===== src/hdl/plcl_pkg.sv =====
// Package with shared types and constants for the curve lookup block.
package plcl_pkg;

    localparam int MAX_POINTS = 1024;
    localparam int ADDR_W     = $clog2(MAX_POINTS);
    localparam int CNT_W      = $clog2(MAX_POINTS + 1);
    localparam int NUM_COORDS = 5;
    localparam int DATA_W     = 32;
    localparam int COEF_W     = 16;
    localparam int QUO_CNT_W  = $clog2(COEF_W + 1);

    localparam logic [1:0] STATUS_OK    = 2'd0;
    localparam logic [1:0] STATUS_EMPTY = 2'd1;
    localparam logic [1:0] STATUS_FULL  = 2'd2;

    typedef logic signed [DATA_W-1:0] word_t;
    typedef word_t [NUM_COORDS-1:0] point_t;

    typedef enum logic [3:0] {
        ST_IDLE,
        ST_APPEND,
        ST_RD_FIRST,
        ST_CHK_FIRST,
        ST_RD_LAST,
        ST_CHK_LAST,
        ST_RD_MID,
        ST_CHK_MID,
        ST_RD_LO,
        ST_RD_HI,
        ST_DIVIDE,
        ST_MULT,
        ST_DONE
    } state_t;

    // Commands from the controller to the datapath.
    typedef struct packed {
        logic              capture_in;
        logic              write_point;
        logic [ADDR_W-1:0] rd_addr;
        logic              set_lo_mid;
        logic              set_hi_mid;
        logic              load_a;
        logic              load_b;
        logic              copy_result;
        logic              clear_result;
        logic              div_start;
        logic              div_step;
        logic              mul_step;
    } dp_cmd_t;

    // Status from the datapath to the controller.
    typedef struct packed {
        logic t_le_rd;
        logic t_ge_rd;
        logic t_lt_rd;
    } dp_sts_t;

endpackage


===== src/hdl/plcl_ctrl.sv =====
// Controller state machine: sequences appends, search, divide and multiply.
module plcl_ctrl (
    input  logic                          clk,
    input  logic                          rst_n,
    input  logic                          in_valid,
    output logic                          in_ready,
    input  logic                          mode,
    output logic                          out_valid,
    input  logic                          out_ready,
    output logic [1:0]                    status,
    output logic [plcl_pkg::CNT_W-1:0]    count,
    input  logic [plcl_pkg::ADDR_W-1:0]   lo_idx,
    input  logic [plcl_pkg::ADDR_W-1:0]   hi_idx,
    input  plcl_pkg::dp_sts_t             sts,
    output plcl_pkg::dp_cmd_t             cmd
);
    import plcl_pkg::*;

    state_t               state_reg, state_next;
    logic [CNT_W-1:0]     count_reg, count_next;
    logic [1:0]           status_reg, status_next;
    logic                 out_valid_reg, out_valid_next;
    logic [QUO_CNT_W-1:0] step_reg, step_next;
    logic [ADDR_W-1:0]    mid;
    logic                 accept;

    assign accept    = in_valid && in_ready;
    assign in_ready  = (state_reg == ST_IDLE) && !out_valid_reg;
    assign out_valid = out_valid_reg;
    assign status    = status_reg;
    assign count     = count_reg;
    assign mid       = ADDR_W'(({1'b0, lo_idx} + {1'b0, hi_idx}) >> 1);

    // Next state.
    always_comb
    begin
        state_next = state_reg;
        unique case (state_reg)
            ST_IDLE:
            begin
                if (accept)
                begin
                    if (!mode)
                        state_next = (count_reg == CNT_W'(MAX_POINTS)) ? ST_DONE : ST_APPEND;
                    else
                        state_next = (count_reg == '0) ? ST_DONE : ST_RD_FIRST;
                end
            end
            ST_APPEND:    state_next = ST_DONE;
            ST_RD_FIRST:  state_next = ST_CHK_FIRST;
            ST_CHK_FIRST: state_next = sts.t_le_rd ? ST_DONE : ST_RD_LAST;
            ST_RD_LAST:   state_next = ST_CHK_LAST;
            ST_CHK_LAST:
            begin
                if (sts.t_ge_rd)
                    state_next = ST_DONE;
                else if (hi_idx - lo_idx > ADDR_W'(1))
                    state_next = ST_RD_MID;
                else
                    state_next = ST_RD_LO;
            end
            ST_RD_MID:    state_next = ST_CHK_MID;
            ST_CHK_MID:
            begin
                // Bounds update this cycle; test the updated gap.
                if (sts.t_lt_rd)
                    state_next = (mid - lo_idx > ADDR_W'(1)) ? ST_RD_MID : ST_RD_LO;
                else
                    state_next = (hi_idx - mid > ADDR_W'(1)) ? ST_RD_MID : ST_RD_LO;
            end
            ST_RD_LO:     state_next = ST_RD_HI;
            ST_RD_HI:     state_next = ST_DIVIDE;
            ST_DIVIDE:
                state_next = (step_reg == QUO_CNT_W'(COEF_W)) ? ST_MULT : ST_DIVIDE;
            ST_MULT:
                state_next = (step_reg == QUO_CNT_W'(NUM_COORDS - 1)) ? ST_DONE : ST_MULT;
            ST_DONE:      state_next = ST_IDLE;
            default:      state_next = ST_IDLE;
        endcase
    end

    // Outputs and commands.
    always_comb
    begin
        cmd            = '0;
        count_next     = count_reg;
        status_next    = status_reg;
        out_valid_next = out_valid_reg && !out_ready;
        step_next      = step_reg;
        unique case (state_reg)
            ST_IDLE:
            begin
                cmd.capture_in   = accept;
                cmd.clear_result = accept;
                // The status of a waiting result holds until a new word arrives.
                if (accept)
                begin
                    status_next = STATUS_OK;
                    if (!mode && count_reg == CNT_W'(MAX_POINTS))
                        status_next = STATUS_FULL;
                    if (mode && count_reg == '0)
                        status_next = STATUS_EMPTY;
                end
            end
            ST_APPEND:
            begin
                cmd.write_point = 1'b1;
                count_next      = count_reg + CNT_W'(1);
            end
            ST_RD_FIRST:
            begin
                cmd.rd_addr = '0;
            end
            ST_CHK_FIRST:
            begin
                cmd.copy_result = sts.t_le_rd;
                cmd.rd_addr     = hi_idx;
            end
            ST_RD_LAST:
            begin
                cmd.rd_addr = hi_idx;
            end
            ST_CHK_LAST:
            begin
                cmd.copy_result = sts.t_ge_rd;
            end
            ST_RD_MID:
            begin
                cmd.rd_addr = mid;
            end
            ST_CHK_MID:
            begin
                cmd.set_hi_mid = sts.t_lt_rd;
                cmd.set_lo_mid = !sts.t_lt_rd;
            end
            ST_RD_LO:
            begin
                cmd.rd_addr = lo_idx;
            end
            ST_RD_HI:
            begin
                cmd.rd_addr   = hi_idx;
                cmd.load_a    = 1'b1;
                step_next     = '0;
            end
            ST_DIVIDE:
            begin
                if (step_reg == '0)
                begin
                    cmd.load_b    = 1'b1;
                    cmd.div_start = 1'b1;
                    cmd.rd_addr   = hi_idx;
                end
                else
                begin
                    cmd.div_step = 1'b1;
                end
                if (step_reg == QUO_CNT_W'(COEF_W))
                    step_next = '0;
                else
                    step_next = step_reg + QUO_CNT_W'(1);
            end
            ST_MULT:
            begin
                cmd.mul_step = 1'b1;
                step_next    = step_reg + QUO_CNT_W'(1);
            end
            ST_DONE:
            begin
                out_valid_next = 1'b1;
            end
            default:
            begin
            end
        endcase
    end

    always_ff @(posedge clk or negedge rst_n)
    begin
        if (!rst_n)
        begin
            state_reg     <= ST_IDLE;
            count_reg     <= '0;
            status_reg    <= STATUS_OK;
            out_valid_reg <= 1'b0;
            step_reg      <= '0;
        end
        else
        begin
            state_reg     <= state_next;
            count_reg     <= count_next;
            status_reg    <= status_next;
            out_valid_reg <= out_valid_next;
            step_reg      <= step_next;
        end
    end

endmodule


===== config.mk =====
export PLATFORM = sky130hd
export DESIGN_NAME = plcl_ctrl
export DESIGN_NICKNAME = d
export VERILOG_FILES = /design/src/hdl/plcl_pkg.sv /design/src/hdl/plcl_ctrl.sv
export SDC_FILE = /design/constraint.sdc
export NUM_CORES = 1
export LEC_CHECK = 0
export BUFFER_PORTS_ARGS = -buffer_cell sky130_fd_sc_hd__buf_2
export CAP_MARGIN = 15
export CORE_MARGIN = 8
export CORE_UTILIZATION = 35
export DETAILED_ROUTE_END_ITERATION = 8
export GPL_ROUTABILITY_DRIVEN = 0
export MAX_ROUTING_LAYER = met4
export PLACE_DENSITY = 0.58
export SLEW_MARGIN = 20
export SYNTH_ARGS = -nofsm -noshare
export SYNTH_HDL_FRONTEND = slang
export SYNTH_SLANG_ARGS = --single-unit
export TNS_END_PERCENT = 1

===== constraint.sdc =====
create_clock -name clk -period 2.73 [get_ports clk]
set_input_delay 0.4095 -clock clk [delete_from_list [all_inputs] [get_ports clk]]
set_output_delay 0.4095 -clock clk [all_outputs]
set_load 0.02 [all_outputs]

==> impl_metrics.tcl <==
set metrics [dict create \
    status "finished with violations" \
    violations "negative setup slack" \
    timing.final.ws_setup_ps -895.5 \
    r2r_setup_slack_ps 440 \
    die_h_um 117.6 \
    synthesis.area_um2 3615 \
    hpwl_um 9371 \
    final_cell_mix "109 x buf_4, 59 x buf_2, 40 x inv_1, 36 x nor2_1" \
    r2r_start "state_reg[1]" \
    clkPwrFrac 0.061 \
    synth_area_leaders "dfrtp_1 16%, ha_1 14%, xnor2_1 4.8%" \
    numCtsBuffers 3 \
    largest_reg_flops 11 \
    viasPerCell 5.275 \
    clockBufferDepth 2 \
    wl_per_cell_um 14.83 \
    die-area_um2 13840 \
    dp.cells 757 \
    synth_enable_flop_cells 0 \
    yosys.area.top_type "dfrtp_1" \
    drv_slew 0 \
    cts_hold_buffers 0 \
    port_buffers 63 \
    worstPathMaxFanout 3 \
    clk_pin_slew_ps 80 \
    fmax_ghz 0.2758 \
    setup_viol 9 \
    p_leak_uw 0.002421 \
    min_path_type "input pin to async pin" \
    cts_root_buf "clkbuf_8" \
    peakVddDrop_mv 0.3305 \
    post_route_cells_drive_above_1_share 0.3619 \
    grt_usage 0.1652 \
    seq_area_frac_synth 0.1592 \
    hold_viol 0 \
    antenna_found_initial 0 \
    first_pass_iters 5 \
    rr_worst_depth 7 \
    period_needed_ps 3626 \
    finalClockSkew_ps 1.798 \
    pin_count 64 \
    synth_ff_type "dfrtp_1" \
    totalWireLength_um 11360 \
    worstPathRequired_ps 2920 \
    drc 0 \
    p_sw_uw 1710 \
    critPathKind "input pin to flip-flop" \
    final_antenna_net_count 0 \
    p_seq_frac 0.165 \
    p_sw_frac 0.4951 \
    htreeDepth 1 \
    cap_viol_max_count 0 \
    rsz0062_at_grt "yes" \
    min_period_over_period 1.328 \
    crit_start "lo_idx[1]" \
    syn_avg_cell_area_um2 7.691 \
    num_vias 4041 \
    cts_tree "built" \
    timing.rr.end "state_reg[3]" \
    syn_nets 543 \
    clk_latency_ps 260 \
    fin_nets 704 \
    grt_pass1_vias 4017 \
    arrival_ps 3820 \
    end_kind "flip-flop" \
    die_x_um 117.6 \
    layoutNonFillerInstCount 766 \
    setup_tns_ps -3372 \
    power_frac_comb 0.774 \
    yosys_warnings 0 \
    grt_max_degree 24 \
    p_int_uw 1744 \
    syn_inst 470 \
    ys_types 70 \
    slew_headroom 0.5975 \
    yosysTopAreaCellShare 0.1592 \
    ys_ff_latch 23 \
    grt-ovfl-total 0 \
    async_flop_share 1.000 \
    worst_pin_slew_ps 601.1 \
    drtIter0Drc 261 \
    cts.sinks 23 \
    grt_pass1_wl_um 19020 \
    area_delta_synth_final_pct 43.27 \
    num_rows 37 \
    core_area_um2 10180 \
    cp-start-kind "input pin" \
    p_per_area_nw_per_um2 666.8 \
    layout_commonest_cell "buf_4" \
    start_util 0.3549 \
    antenna_cells 0 \
]
==> cells in the mapped netlist (12+ instances only) <==
cell	instances
nor3_1	12
a21oi_1	24
nor2b_1	15
nand2b_1	14
nand3_1	15
nand2_1	32
nor2_1	36
xnor2_1	20
dfrtp_1	23
o21ai_0	29
ha_1	41
inv_1	42
==> metal layers <==
layer,part of all wire,routed length (um),vias to the layer above,GRT usage
met5,0,0,-,-
met4,0.020,228,0,0.05284
met2,0.48,5430,114,0.2769
met3,0.035,395,17,0.01727
li1,-,-,2036,-
met1,0.47,5301,1874,0.2040
==> kinds of logic (layout without fill, tap and decap cells) <==
logic type,count (synthesis),in the layout,synth area share
DFF,23,23,0.1592
AOI/OAI and AO/OA,145,145,0.2922
and+or+nand+nor,161,161,0.2291
xor gates and xnor gates,27,27,0.06542
adders and majority gates,45,45,0.1641
muxes,6,6,0.01696
buffers and inverters,63,223,0.07303
==> worst max-delay path by stage <==
stage | endpoint | slack [ps]
2_1_floorplan | state_reg[2] | -980
3_3_place_gp | state_reg[2] | -1270
3_5_place_dp | state_reg[1] | -1350
4_1_cts | state_reg[1] | -900
5_1_grt | state_reg[3] | -1080
6_report | state_reg[3] | -900
==> worst max-delay path: stages <==
cell and delay [ps]:
buf_6 80, clkinvlp_4 100, ha_4 270, nand2b_4 110, a21oi_2 60, o21ai_2 120
a21oi_2 80, o41a_1 410, mux2_4 310, or2_4 250, ha_4 280, inv_2 50
a2111oi_4 270, nand4_1 150, a311oi_2 320, o2111ai_2 160, o22ai_1 160, mux2i_1 90
o21ai_1 120
==> through the flow <==
step | instance area (um2) | power, uW | hold slack (ps) | utilization | worst slack (ps)
finish | 5179 | 3453 | 109.4 | 0.5085 | -895.5
global route | 5179 | 3742 | 156.5 | 0.5085 | -1079
CTS | 5032 | 3328 | 129.3 | 0.4941 | -904.7
detailed placement | 4853 | 3000 | 419.4 | 0.4765 | -1352
global placement | 4853 | 2974 | 418.1 | 0.4765 | -1267
floorplan | 3659 | 2079 | 113.9 | - | -983.3
==> repair_timing <==
action / in CTS / in global routing
pin swaps: 15 / 19
resized for setup: 26 / 24
setup buffers: 2 / 3
endpoints found under the setup margin: 13 / 13
==> area by class of cell <==
class                   count  area, um2
clock buffers               3      41.29
clock inverters             1      5.005
fillers                  1021       5006
inverters                  46      176.4
multi-input cells         384       3032
flip-flops and latches     23      575.6
well taps                 136      170.2
repair buffers            173       1179
==> power groups by stage <==
stage	Sequential [uW]	Clock, uW	Combinational [uW]
after floorplan	559	0	1520
after global placement	563	0	2410
after detailed placement	570	0	2430
after CTS	564	217	2550
after global routing	590	227	2920
final	568	211	2670
Note: power is estimated with default switching activity, not from simulation.
